File: config.mk
export PLATFORM = sky130hd
export DESIGN_NAME = joint_velocity_pid_torque_limiter_top
export DESIGN_NICKNAME = d
export VERILOG_FILES = /design/src/jvp_pkg.sv /design/src/jvp_mul.sv /design/src/jvp_div.sv /design/src/joint_velocity_pid_torque_limiter_top.sv
export VERILOG_INCLUDE_DIRS = /design/src /design/src/src
export SDC_FILE = /design/constraint.sdc
export NUM_CORES = 2
export LEC_CHECK = 0
export BUFFER_PORTS_ARGS = -buffer_cell sky130_fd_sc_hd__buf_4
export CORE_ASPECT_RATIO = 1.2
export CORE_MARGIN = 3
export CORE_UTILIZATION = 60
export CTS_CLUSTER_SIZE = 24
export DETAILED_ROUTE_END_ITERATION = 6
export PLACE_DENSITY = 0.81
export SETUP_SLACK_MARGIN = 0.5
export SLEW_MARGIN = 25
export SYNTH_ARGS = -nofsm -noshare
export SYNTH_HDL_FRONTEND = slang
export SYNTH_HIERARCHICAL = 1
export SYNTH_SLANG_ARGS = --single-unit
File: constraint.sdc
create_clock -name clk_i -period 21.1 [get_ports clk_i]
set_clock_uncertainty 0.05 [all_clocks]
set_input_delay 0 -clock clk_i [delete_from_list [all_inputs] [get_ports clk_i]]
set_output_delay 0 -clock clk_i [all_outputs]
set_load 0.01 [all_outputs]
File: src/assert_macros.svh
// Assertion macros shared by the RTL of the joint velocity PID block.
// Active in simulation; the bodies are empty when SYNTHESIS is defined.
`ifndef ASSERT_MACROS_SVH
`define ASSERT_MACROS_SVH
`ifndef SYNTHESIS
`define JVP_ASSERT(lbl, prop) \
  lbl: assert property (@(posedge clk_i) disable iff (!rst_ni) prop) \
    else $error("assertion failed");
`define JVP_ASSERT_NEVER(lbl, expr) \
  lbl: assert property (@(posedge clk_i) disable iff (!rst_ni) !(expr)) \
    else $error("forbidden condition seen");
`else
`define JVP_ASSERT(lbl, prop)
`define JVP_ASSERT_NEVER(lbl, expr)
`endif
`endif

File: src/jvp_pkg.sv
// Types and constants of the joint velocity PID torque limiter.
// No dependencies; used by the top level and the serial arithmetic units.
`default_nettype none

package jvp_pkg;

  localparam int DATA_W = 32;
  localparam int GAIN_W = 31;
  localparam int PER_W  = 17;
  localparam int IFRAC_W = 16;
  localparam int ADDR_W = 5;

  // register map, index = paddr[4:2]
  typedef enum logic [2:0] {
    REG_MODE   = 3'd0,
    REG_KP     = 3'd1,
    REG_KI     = 3'd2,
    REG_KD     = 3'd3,
    REG_ILIM   = 3'd4,
    REG_ELIM   = 3'd5,
    REG_IFRAC  = 3'd6,
    REG_FSCALE = 3'd7
  } reg_idx_e;

  // product currently held by the shared serial multiplier
  typedef enum logic [2:0] {
    OP_P   = 3'd0,
    OP_I1  = 3'd1,
    OP_I2  = 3'd2,
    OP_D   = 3'd3,
    OP_THR = 3'd4,
    OP_FR  = 3'd5,
    OP_POS = 3'd6
  } op_e;

  // sequencer, one-hot
  typedef enum logic [12:0] {
    S_IDLE    = 13'b0000000000001,
    S_ERR     = 13'b0000000000010,
    S_DIFF    = 13'b0000000000100,
    S_MLAUNCH = 13'b0000000001000,
    S_MWAIT   = 13'b0000000010000,
    S_DLAUNCH = 13'b0000000100000,
    S_DWAIT   = 13'b0000001000000,
    S_INTEG   = 13'b0000010000000,
    S_PIDSUM  = 13'b0000100000000,
    S_CLAMP   = 13'b0001000000000,
    S_CMD     = 13'b0010000000000,
    S_POSADD  = 13'b0100000000000,
    S_OUT     = 13'b1000000000000
  } state_e;

endpackage

`default_nettype wire

File: src/jvp_mul.sv
// Bit-serial signed 32x32 multiplier, one multiplier bit per cycle.
// Uses jvp_pkg for the operand width.
`default_nettype none

module jvp_mul
  import jvp_pkg::*;
(
  input  wire logic                  clk_i,
  input  wire logic                  rst_ni,
  input  wire logic                  start_i,
  input  wire logic [DATA_W-1:0]     a_i,
  input  wire logic [DATA_W-1:0]     b_i,
  output logic                       done_o,
  output logic [2*DATA_W-1:0]        prod_o
);

  localparam int CNT_W = $clog2(DATA_W);

  logic [DATA_W-1:0] mcand_q;
  logic [DATA_W:0]   hi_q, hi_d;
  logic [DATA_W-1:0] lo_q, lo_d;
  logic [CNT_W-1:0]  cnt_q;
  logic              busy_q, done_q;
  logic              last;
  logic signed [DATA_W:0]   addend;
  logic signed [DATA_W+1:0] sum;

  assign last = (cnt_q == CNT_W'(DATA_W-1));

  // add (or subtract on the sign bit) the multiplicand, then shift right
  always_comb begin
    addend = '0;
    if (lo_q[0]) begin
      addend = last ? -$signed({mcand_q[DATA_W-1], mcand_q})
                    : $signed({mcand_q[DATA_W-1], mcand_q});
    end
    sum  = $signed({hi_q[DATA_W], hi_q}) + (DATA_W+2)'(addend);
    hi_d = sum[DATA_W+1:1];
    lo_d = {sum[0], lo_q[DATA_W-1:1]};
  end

  always_ff @(posedge clk_i or negedge rst_ni) begin
    if (!rst_ni) begin
      busy_q <= 1'b0;
      done_q <= 1'b0;
      cnt_q  <= '0;
    end else begin
      done_q <= 1'b0;
      if (start_i) begin
        busy_q <= 1'b1;
        cnt_q  <= '0;
      end else if (busy_q) begin
        cnt_q <= cnt_q + 1'b1;
        if (last) begin
          busy_q <= 1'b0;
          done_q <= 1'b1;
        end
      end
    end
  end

  always_ff @(posedge clk_i) begin
    if (start_i) begin
      mcand_q <= a_i;
      hi_q    <= '0;
      lo_q    <= b_i;
    end else if (busy_q) begin
      hi_q <= hi_d;
      lo_q <= lo_d;
    end
  end

  assign done_o = done_q;
  assign prod_o = {hi_q[DATA_W-1:0], lo_q};

endmodule

`default_nettype wire

File: src/jvp_div.sv
// Bit-serial restoring divider, one quotient bit per cycle.
// Unsigned dividend of DIVIDEND_W bits by a 17-bit divisor; uses jvp_pkg.
`default_nettype none

module jvp_div
  import jvp_pkg::*;
#(
  parameter int DIVIDEND_W = 48
) (
  input  wire logic                  clk_i,
  input  wire logic                  rst_ni,
  input  wire logic                  start_i,
  input  wire logic [DIVIDEND_W-1:0] dividend_i,
  input  wire logic [PER_W-1:0]      divisor_i,
  output logic                       done_o,
  output logic [DIVIDEND_W-1:0]      quot_o
);

  localparam int CNT_W = $clog2(DIVIDEND_W);

  logic [DIVIDEND_W-1:0] dq_q;
  logic [PER_W-1:0]      div_q, rem_q, rem_d;
  logic [PER_W:0]        rs;
  logic                  ge;
  logic [CNT_W-1:0]      cnt_q;
  logic                  busy_q, done_q;
  logic                  last;

  assign last = (cnt_q == CNT_W'(DIVIDEND_W-1));

  // shift in the next dividend bit, subtract when it fits
  always_comb begin
    rs    = {rem_q, dq_q[DIVIDEND_W-1]};
    ge    = (rs >= {1'b0, div_q});
    rem_d = ge ? PER_W'(rs - {1'b0, div_q}) : rs[PER_W-1:0];
  end

  always_ff @(posedge clk_i or negedge rst_ni) begin
    if (!rst_ni) begin
      busy_q <= 1'b0;
      done_q <= 1'b0;
      cnt_q  <= '0;
    end else begin
      done_q <= 1'b0;
      if (start_i) begin
        busy_q <= 1'b1;
        cnt_q  <= '0;
      end else if (busy_q) begin
        cnt_q <= cnt_q + 1'b1;
        if (last) begin
          busy_q <= 1'b0;
          done_q <= 1'b1;
        end
      end
    end
  end

  always_ff @(posedge clk_i) begin
    if (start_i) begin
      dq_q  <= dividend_i;
      div_q <= divisor_i;
      rem_q <= '0;
    end else if (busy_q) begin
      dq_q  <= {dq_q[DIVIDEND_W-2:0], ge};
      rem_q <= rem_d;
    end
  end

  assign done_o = done_q;
  assign quot_o = dq_q;

endmodule

`default_nettype wire

File: src/joint_velocity_pid_torque_limiter_top.sv
// Top level of the joint velocity PID torque limiter: APB registers,
// sequencer and datapath. Uses jvp_pkg, jvp_mul, jvp_div, assert_macros.svh.
//
//  channel | direction | handshake              | payload
//  --------+-----------+------------------------+--------------------------------
//  in      | input     | in_valid_i/in_ready_o  | velocity_target_i .. impedance_torque_i
//  out     | output    | out_valid_o/out_ready_i| joint_command_o, flags
//  cfg     | input     | psel/penable/pwrite    | paddr, pwdata, prdata
//
// Torque mode: six serial multiplies (launch, serial steps, done), one serial
// divide and the sequencing states accept, error, diff, integ, sum, clamp, cmd
// and out.
// Position mode: one multiply and the states accept, error, posadd and out.
// One transaction at a time; the output register lets the next input be taken
// while a result waits. Reset sets config defaults and clears the PID state.
`default_nettype none
`include "assert_macros.svh"

module joint_velocity_pid_torque_limiter_top
  import jvp_pkg::*;
#(
  parameter int FRAC_BITS = 16
) (
  input  wire logic                clk_i,
  input  wire logic                rst_ni,
  // input channel
  input  wire logic                in_valid_i,
  output logic                     in_ready_o,
  input  wire logic [DATA_W-1:0]   velocity_target_i,
  input  wire logic [DATA_W-1:0]   measured_velocity_i,
  input  wire logic [DATA_W-1:0]   measured_position_i,
  input  wire logic [PER_W-1:0]    tick_period_i,
  input  wire logic [DATA_W-1:0]   gravity_torque_i,
  input  wire logic [DATA_W-1:0]   friction_torque_i,
  input  wire logic [DATA_W-1:0]   impedance_torque_i,
  // output channel
  output logic                     out_valid_o,
  input  wire logic                out_ready_i,
  output logic [DATA_W-1:0]        joint_command_o,
  output logic                     pid_over_limit_o,
  output logic                     impedance_clamped_o,
  // configuration
  input  wire logic                psel,
  input  wire logic                penable,
  input  wire logic                pwrite,
  input  wire logic [ADDR_W-1:0]   paddr,
  input  wire logic [DATA_W-1:0]   pwdata,
  output logic [DATA_W-1:0]        prdata,
  output logic                     pready
);

  localparam int DIV_W = DATA_W + FRAC_BITS;
  localparam int FR_W  = 2*DATA_W - FRAC_BITS;
  localparam int CMD_W = FR_W + 2;
  localparam int VEL_LIM_I = ((1 << FRAC_BITS)*2 + 5) / 10;
  localparam logic signed [DATA_W-1:0] VEL_LIM = DATA_W'(VEL_LIM_I);
  localparam logic signed [2*DATA_W-1:0] S32_MAX64 = 64'sd2147483647;
  localparam logic signed [2*DATA_W-1:0] S32_MIN64 = -64'sd2147483648;
  localparam logic [DATA_W-1:0] S32_MAX = 32'h7fffffff;
  localparam logic [DATA_W-1:0] S32_MIN = 32'h80000000;

  function automatic logic [DATA_W-1:0] sat33(input logic [DATA_W:0] x);
    logic [DATA_W-1:0] r;
    if (x[DATA_W] != x[DATA_W-1]) r = x[DATA_W] ? S32_MIN : S32_MAX;
    else r = x[DATA_W-1:0];
    return r;
  endfunction

  // ---------------- configuration registers ----------------
  logic                 mode_q;
  logic [GAIN_W-1:0]    kp_q, ki_q, kd_q, ilim_q, elim_q;
  logic [IFRAC_W-1:0]   ifrac_q;
  logic [DATA_W-1:0]    fscale_q;
  logic                 cfg_wr;
  reg_idx_e             cfg_idx;

  assign pready  = 1'b1;
  assign cfg_wr  = psel && penable && pwrite;
  assign cfg_idx = reg_idx_e'(paddr[ADDR_W-1:2]);

  always_ff @(posedge clk_i or negedge rst_ni) begin
    if (!rst_ni) begin
      mode_q   <= 1'b0;
      kp_q     <= '0;
      ki_q     <= '0;
      kd_q     <= '0;
      ilim_q   <= '0;
      elim_q   <= '0;
      ifrac_q  <= IFRAC_W'(5243);
      fscale_q <= DATA_W'(65536);
    end else if (cfg_wr) begin
      unique case (cfg_idx)
        REG_MODE:   mode_q   <= pwdata[0];
        REG_KP:     kp_q     <= pwdata[GAIN_W-1:0];
        REG_KI:     ki_q     <= pwdata[GAIN_W-1:0];
        REG_KD:     kd_q     <= pwdata[GAIN_W-1:0];
        REG_ILIM:   ilim_q   <= pwdata[GAIN_W-1:0];
        REG_ELIM:   elim_q   <= pwdata[GAIN_W-1:0];
        REG_IFRAC:  ifrac_q  <= pwdata[IFRAC_W-1:0];
        REG_FSCALE: fscale_q <= pwdata;
        default: ;
      endcase
    end
  end

  // register read back
  always_comb begin
    unique case (cfg_idx)
      REG_MODE:   prdata = {31'b0, mode_q};
      REG_KP:     prdata = {1'b0, kp_q};
      REG_KI:     prdata = {1'b0, ki_q};
      REG_KD:     prdata = {1'b0, kd_q};
      REG_ILIM:   prdata = {1'b0, ilim_q};
      REG_ELIM:   prdata = {1'b0, elim_q};
      REG_IFRAC:  prdata = {16'b0, ifrac_q};
      REG_FSCALE: prdata = fscale_q;
      default:    prdata = '0;
    endcase
  end

  // ---------------- sequencer and datapath registers ----------------
  state_e state_q;
  op_e    op_q;
  logic   in_acc;

  logic signed [DATA_W-1:0] tgt_q, mvel_q, mpos_q, grav_q, fric_q, imp_q;
  logic [PER_W-1:0]         per_q;
  logic signed [DATA_W-1:0] err_q, diff_q, p_q, t1_q, inc_q, d0_q, d_q;
  logic signed [DATA_W-1:0] isum_q, prev_q;
  logic [GAIN_W-1:0]        thr_q;
  logic signed [FR_W-1:0]   fr_q;
  logic signed [DATA_W+1:0] pid_q;
  logic                     over_q, clamp_q;
  logic [DATA_W-1:0]        res_q;
  logic                     out_valid_q;
  logic [DATA_W-1:0]        out_cmd_q;
  logic                     out_over_q, out_clamp_q;
  logic                     out_load;

  assign in_ready_o = (state_q == S_IDLE);
  assign in_acc     = in_valid_i && in_ready_o;
  // result moves into the output register when it is empty or being drained
  assign out_load   = (state_q == S_OUT) && (!out_valid_q || out_ready_i);

  // ---------------- serial units ----------------
  logic                  mul_start, mul_done;
  logic [DATA_W-1:0]     mul_a, mul_b;
  logic [2*DATA_W-1:0]   mul_prod;
  logic                  div_start, div_done;
  logic [DIV_W-1:0]      div_dividend, div_quot;
  logic [DATA_W-1:0]     d0_abs;

  assign mul_start = (state_q == S_MLAUNCH);
  assign div_start = (state_q == S_DLAUNCH);

  // multiplier operands per product
  always_comb begin
    unique case (op_q)
      OP_P:    begin mul_a = {1'b0, kp_q}; mul_b = err_q; end
      OP_I1:   begin mul_a = {1'b0, ki_q}; mul_b = err_q; end
      OP_I2:   begin mul_a = t1_q;         mul_b = {15'b0, per_q}; end
      OP_D:    begin mul_a = {1'b0, kd_q}; mul_b = diff_q; end
      OP_THR:  begin mul_a = {1'b0, elim_q}; mul_b = {16'b0, ifrac_q}; end
      OP_FR:   begin mul_a = fscale_q;     mul_b = fric_q; end
      OP_POS:  begin mul_a = err_q;        mul_b = {15'b0, per_q}; end
      default: begin mul_a = '0;           mul_b = '0; end
    endcase
  end

  jvp_mul u_mul (
    .clk_i   (clk_i),
    .rst_ni  (rst_ni),
    .start_i (mul_start),
    .a_i     (mul_a),
    .b_i     (mul_b),
    .done_o  (mul_done),
    .prod_o  (mul_prod)
  );

  assign d0_abs       = d0_q[DATA_W-1] ? DATA_W'(-d0_q) : d0_q;
  assign div_dividend = {d0_abs, {FRAC_BITS{1'b0}}};

  jvp_div #(
    .DIVIDEND_W (DIV_W)
  ) u_div (
    .clk_i      (clk_i),
    .rst_ni     (rst_ni),
    .start_i    (div_start),
    .dividend_i (div_dividend),
    .divisor_i  (per_q),
    .done_o     (div_done),
    .quot_o     (div_quot)
  );

  // ---------------- combinational helpers ----------------
  logic signed [2*DATA_W-1:0] prod_sh, pos_sum;
  logic [DATA_W-1:0]          res32, pos_res, d_sat, err_d, diff_d, v_clamp;
  logic signed [DATA_W+1:0]   isum_s, ilim_w, pid_s, apid, aimp, pid_c;
  logic                       over_d, clamp_d;
  logic signed [CMD_W-1:0]    cmd_s, el_w;
  logic [DATA_W-1:0]          cmd_res;

  assign prod_sh = $signed(mul_prod) >>> FRAC_BITS;

  // product scaled back and saturated to 32 bits
  always_comb begin
    if (prod_sh > S32_MAX64)      res32 = S32_MAX;
    else if (prod_sh < S32_MIN64) res32 = S32_MIN;
    else                          res32 = prod_sh[DATA_W-1:0];
  end

  assign err_d  = sat33($signed({tgt_q[DATA_W-1], tgt_q}) - $signed({mvel_q[DATA_W-1], mvel_q}));
  assign diff_d = sat33($signed({err_q[DATA_W-1], err_q}) - $signed({prev_q[DATA_W-1], prev_q}));

  // position mode velocity clamp
  always_comb begin
    if (tgt_q < -VEL_LIM)     v_clamp = -VEL_LIM;
    else if (tgt_q > VEL_LIM) v_clamp = VEL_LIM;
    else                      v_clamp = tgt_q;
  end

  // quotient: sign restored, saturated
  always_comb begin
    if (d0_q[DATA_W-1]) begin
      if (div_quot > DIV_W'(33'h080000000)) d_sat = S32_MIN;
      else d_sat = DATA_W'(-div_quot[DATA_W-1:0]);
    end else begin
      if (div_quot > DIV_W'(S32_MAX)) d_sat = S32_MAX;
      else d_sat = div_quot[DATA_W-1:0];
    end
  end

  // integral update with anti-windup clamp
  always_comb begin
    ilim_w = $signed({3'b0, ilim_q});
    isum_s = (DATA_W+2)'(isum_q) + (DATA_W+2)'(inc_q);
    if (isum_s >= ilim_w) isum_s = ilim_w;
    if (isum_s <= -ilim_w) isum_s = -ilim_w;
  end

  assign pid_s = (DATA_W+2)'(p_q) + (DATA_W+2)'(d_q) + (DATA_W+2)'(isum_q);

  // over-limit flag and impedance clamp
  always_comb begin
    apid    = pid_q[DATA_W+1] ? -pid_q : pid_q;
    aimp    = imp_q[DATA_W-1] ? -(DATA_W+2)'(imp_q) : (DATA_W+2)'(imp_q);
    over_d  = apid > $signed({3'b0, elim_q});
    clamp_d = (aimp > $signed({3'b0, thr_q})) && (apid > aimp);
    pid_c   = pid_q;
    if (clamp_d) pid_c = (pid_q > 0) ? aimp : -aimp;
  end

  // feedforward sum and effort saturation
  always_comb begin
    el_w  = $signed({{(CMD_W-GAIN_W){1'b0}}, elim_q});
    cmd_s = CMD_W'(grav_q) + CMD_W'(pid_q) + CMD_W'(fr_q);
    if (cmd_s > el_w)       cmd_res = el_w[DATA_W-1:0];
    else if (cmd_s < -el_w) cmd_res = DATA_W'(-el_w);
    else                    cmd_res = cmd_s[DATA_W-1:0];
  end

  assign pos_sum = (2*DATA_W)'(mpos_q) + prod_sh;
  always_comb begin
    if (pos_sum > S32_MAX64)      pos_res = S32_MAX;
    else if (pos_sum < S32_MIN64) pos_res = S32_MIN;
    else                          pos_res = pos_sum[DATA_W-1:0];
  end

  // ---------------- sequencer ----------------
  always_ff @(posedge clk_i or negedge rst_ni) begin
    if (!rst_ni) begin
      state_q     <= S_IDLE;
      op_q        <= OP_P;
      isum_q      <= '0;
      prev_q      <= '0;
      out_valid_q <= 1'b0;
    end else begin
      if (out_load)         out_valid_q <= 1'b1;
      else if (out_ready_i) out_valid_q <= 1'b0;
      unique case (state_q)
        S_IDLE: if (in_acc) state_q <= S_ERR;
        S_ERR: begin
          if (mode_q) begin
            op_q    <= OP_POS;
            state_q <= S_MLAUNCH;
          end else begin
            state_q <= S_DIFF;
          end
        end
        S_DIFF: begin
          op_q    <= OP_P;
          state_q <= S_MLAUNCH;
        end
        S_MLAUNCH: state_q <= S_MWAIT;
        S_MWAIT: begin
          if (mul_done) begin
            unique case (op_q)
              OP_P:   begin op_q <= OP_I1;  state_q <= S_MLAUNCH; end
              OP_I1:  begin op_q <= OP_I2;  state_q <= S_MLAUNCH; end
              OP_I2:  begin op_q <= OP_D;   state_q <= S_MLAUNCH; end
              OP_D:   state_q <= S_DLAUNCH;
              OP_THR: begin op_q <= OP_FR;  state_q <= S_MLAUNCH; end
              OP_FR:  state_q <= S_INTEG;
              OP_POS: state_q <= S_POSADD;
              default: state_q <= S_IDLE;
            endcase
          end
        end
        S_DLAUNCH: state_q <= S_DWAIT;
        S_DWAIT: begin
          if (div_done) begin
            op_q    <= OP_THR;
            state_q <= S_MLAUNCH;
          end
        end
        S_INTEG: begin
          isum_q  <= isum_s[DATA_W-1:0];
          prev_q  <= err_q;
          state_q <= S_PIDSUM;
        end
        S_PIDSUM: state_q <= S_CLAMP;
        S_CLAMP:  state_q <= S_CMD;
        S_CMD:    state_q <= S_OUT;
        S_POSADD: state_q <= S_OUT;
        S_OUT: begin
          if (out_load) state_q <= S_IDLE;
        end
        default: state_q <= S_IDLE;
      endcase
    end
  end

  // datapath registers
  always_ff @(posedge clk_i) begin
    if (in_acc) begin
      tgt_q  <= velocity_target_i;
      mvel_q <= measured_velocity_i;
      mpos_q <= measured_position_i;
      per_q  <= (tick_period_i == '0) ? PER_W'(1) : tick_period_i;
      grav_q <= gravity_torque_i;
      fric_q <= friction_torque_i;
      imp_q  <= impedance_torque_i;
    end
    if (state_q == S_ERR) begin
      err_q   <= mode_q ? v_clamp : err_d;
      over_q  <= 1'b0;
      clamp_q <= 1'b0;
    end
    if (state_q == S_DIFF) diff_q <= diff_d;
    if (state_q == S_MWAIT && mul_done) begin
      case (op_q)
        OP_P:   p_q   <= res32;
        OP_I1:  t1_q  <= res32;
        OP_I2:  inc_q <= res32;
        OP_D:   d0_q  <= res32;
        OP_THR: thr_q <= mul_prod[GAIN_W+15:16];
        OP_FR:  fr_q  <= prod_sh[FR_W-1:0];
        default: ;
      endcase
    end
    if (state_q == S_DWAIT && div_done) d_q <= d_sat;
    if (state_q == S_PIDSUM) pid_q <= pid_s;
    if (state_q == S_CLAMP) begin
      pid_q   <= pid_c;
      over_q  <= over_d;
      clamp_q <= clamp_d;
    end
    if (state_q == S_CMD)    res_q <= cmd_res;
    if (state_q == S_POSADD) res_q <= pos_res;
    if (out_load) begin
      out_cmd_q   <= res_q;
      out_over_q  <= over_q;
      out_clamp_q <= clamp_q;
    end
  end

  assign out_valid_o         = out_valid_q;
  assign joint_command_o     = out_cmd_q;
  assign pid_over_limit_o    = out_over_q;
  assign impedance_clamped_o = out_clamp_q;

  // ---------------- assertions ----------------
  `JVP_ASSERT(a_one_at_a_time, in_valid_i && in_ready_o |=> !in_ready_o)
  `JVP_ASSERT(a_mul_done_waited, mul_done |-> state_q == S_MWAIT)
  `JVP_ASSERT(a_div_done_waited, div_done |-> state_q == S_DWAIT)
  `JVP_ASSERT(a_out_held, out_valid_o && !out_ready_i |=> out_valid_o && $stable(joint_command_o))

endmodule

`default_nettype wire
==> metrics.txt <==
die height=386 um; CP Class=flop to flop; H-tree levels=3; multi-input logic area=38700 sq um; share of layout cells above drive strength 1=13.1%; Least-Margin Pin Slew=1080 ps; initial antenna violation count=32; Cell Area, Synth=72100 sq um; drt initial violations=8045; die span in x=323 um; vias per cell=6.74; post_cts resized=0; num ports=322; Num Clock Sinks=1093; peak supply drop=0.102 mV; TritonCTS clock tree=built; CP Capture Type=flop; first-pass GRT wire length=393 mm; Worst path most repeated cell=o21a_1; total power=10.2 mW; max frequency=101 MHz; max cap viols=0; detailed-route via count=63600; RSZ-0062 raised after global routing=false; ys async rst share=27.4%; Final setup viols=0; sequential cell area=30800 sq um; clk slew on worst S/H paths=80 ps; crit path time final=9920 ps; Slew headroom=27.5%; Synth-to-Final Area Change=17.4%; Overflow after GRT=0; filler instances=8193; die area=124000 sq um; TNS Setup=0 ps; Worst setup SP type=flop; Post-Route WL=270 mm; sequential share of the synthesized area=42.7%; gr usage total=42.6%; ANT nets after route=0; largest net degree at the start of global routing=101; Worst EP required=21630 ps; failing checks=design-rule violations; Crit Path Max Fanout=35; Syn Inst Count=7105; DR WL/cell=28.6 um; Pwr Density=121 nW/um^2; fin. max-slew vios=0; setup bufs post-CTS=0; final hold violation count=0; Tcrit/Tclk final=47.0%; CORE AREA=119000 sq um; clk_lat worst skew=770 ps; mean post-synth cell area=10.2 sq um; FP Rows=138; Post-synth EDFFs=743; status=finished, violations left; DR pass1 iterations=7; post-synthesis register bit count=1093; Primary FF master, synth=edfxtp_1; IO Port Bufs=318; CTS Root Cell=clkbuf_16; Arrival @ worst endpoint=10450 ps; hold_ws=60.3 ps; CTS Buffer Depth=3; Post-DP HPWL=191 mm; Num CTS Buffers=113; Unique masters post-synth=111; most frequent cells in the layout=edfxtp_1, nand2_1, ha_1; Initial Utilization=60.8%; slowest stage delay, CP=520 ps; CP max-delay cell=nand2_1; Final #Nets=8645; commonest non-fill, non-tap cell in the layout=edfxtp_1; gpl congestion=1.03; leak pwr=34.4 nW; Synth Warn #=6; vias in the first global route=61900; drc violations=9; HP Class=input pin to flop
where the power goes:
| part | internal, mW | switching (mW) |
|---|---|---|
| logic | 1.72 | 3.01 |
| clock network | 1.22 | 0.950 |
| registers | 2.80 | 0.545 |
cell usage after synthesis (all sizes together), types with 48 or more instances:
master  instances  area [sq um]
a211oi         55           460
a21o          205          1540
a21oi         410          2060
a22oi         116           871
a31oi          48           300
and2           70           438
buf            64           422
clkbuf        268          1020
dfrtp         290          7260
dfxtp          50          1000
edfxtp        743         22300
fa             88          1760
ha            525          6570
inv           375          1410
mux2          261          2940
mux2i          93           931
nand2         665          2500
nand2b         55           344
nand3         159           796
nand4         105           657
nor2          359          1350
nor2b          69           432
nor3          143           726
nor4           58           405
o211ai         64           480
o21a           58           437
o21ai         557          2810
o31ai          78           591
or3            77           514
xnor2         307          2690
xor2          101           885
worst paths after layout:
kind / to / start / depth (start not counted) / slack (ps)
max: isum_q[1]$_DFFE_PN0P_ / isum_q[13]$_DFFE_PN0P_ / 36 / 11180
min: per_q[0]$_SDFFCE_PN1P_ / tick_period_i[1] / 3 / 60
max reg2reg: isum_q[1]$_DFFE_PN0P_ / isum_q[13]$_DFFE_PN0P_ / 36 / 11180
min reg2reg: joint_command_o[10]$_DFFE_PP_ / res_q[10]$_DFFE_PP_ / 0 / 360
max in group asynchronous: isum_q[27]$_DFFE_PN0P_ / rst_ni / 4 / 19720
min in group asynchronous: state_q[0]$_DFFE_PN1P_ / rst_ni / 3 / 400
timing repair:
action	CTS	global route
endpoints found under the setup margin	0	0
endpoints found under the hold margin	529	0
hold buffers	459	0
routing by layer:
metal,up-vias,track usage (%),part of all wire [%]
met1,30600,49.8,35
met2,4086,67.3,45
li1,27800,-,-
met4,18,31.7,9.1
met5,-,0,0.043
met3,1134,11.6,11
registers in the layout, indices dropped and copies added (netlist names), 33 cells and up:
name          count
u_mul/hi_q       33
u_div/quot_o     48
fr_q             48
pid_q            34
critical path: cells and delay by family, from the launching register on:
kind / cells / cell delay (ps)
xor+xnor: 1 / 350
mux: 1 / 300
compound gates: 21 / 5170
simple gates: 8 / 1930
buf+inv: 2 / 510
fa+ha+maj: 3 / 990
flops: 1 / 420
metrics by stage:
stage	worst slack [ps]	area [sq um]	utilization, %	instances
2_1_floorplan	13190	72200	-	7122
3_3_place_gp	11410	76000	64.0	8741
3_5_place_dp	11450	76000	64.1	8745
4_1_cts	11410	84600	71.3	9415
5_1_grt	10720	84700	71.4	9427
6_report	11180	84700	71.4	9437
cell type report:
cell class / instances / share of cell area, %
Tap cell: 1540 / 2.28
Antenna cell: 22 / 0.0650
Multi-Input combinational cell: 5319 / 45.7
Clock buffer: 137 / 3.61
Timing Repair Buffer: 874 / 9.20
Inverter: 378 / 1.68
Sequential cell: 1093 / 36.4
Clock inverter: 74 / 1.06
kinds of logic (layout without fill, tap and decap cells):
logic type	Yosys count	after routing	share of synthesized area (%)
xor+xnor	408	408	4.95
buf+inv	710	1463	3.96
simple gates	1931	1931	13.1
mux	363	363	5.65
flops	1093	1093	42.7
other cells	2	41	0.0104
fa+ha+maj	626	626	11.7
compound gates	1972	1972	17.9
(Power assumes the default switching activity.)
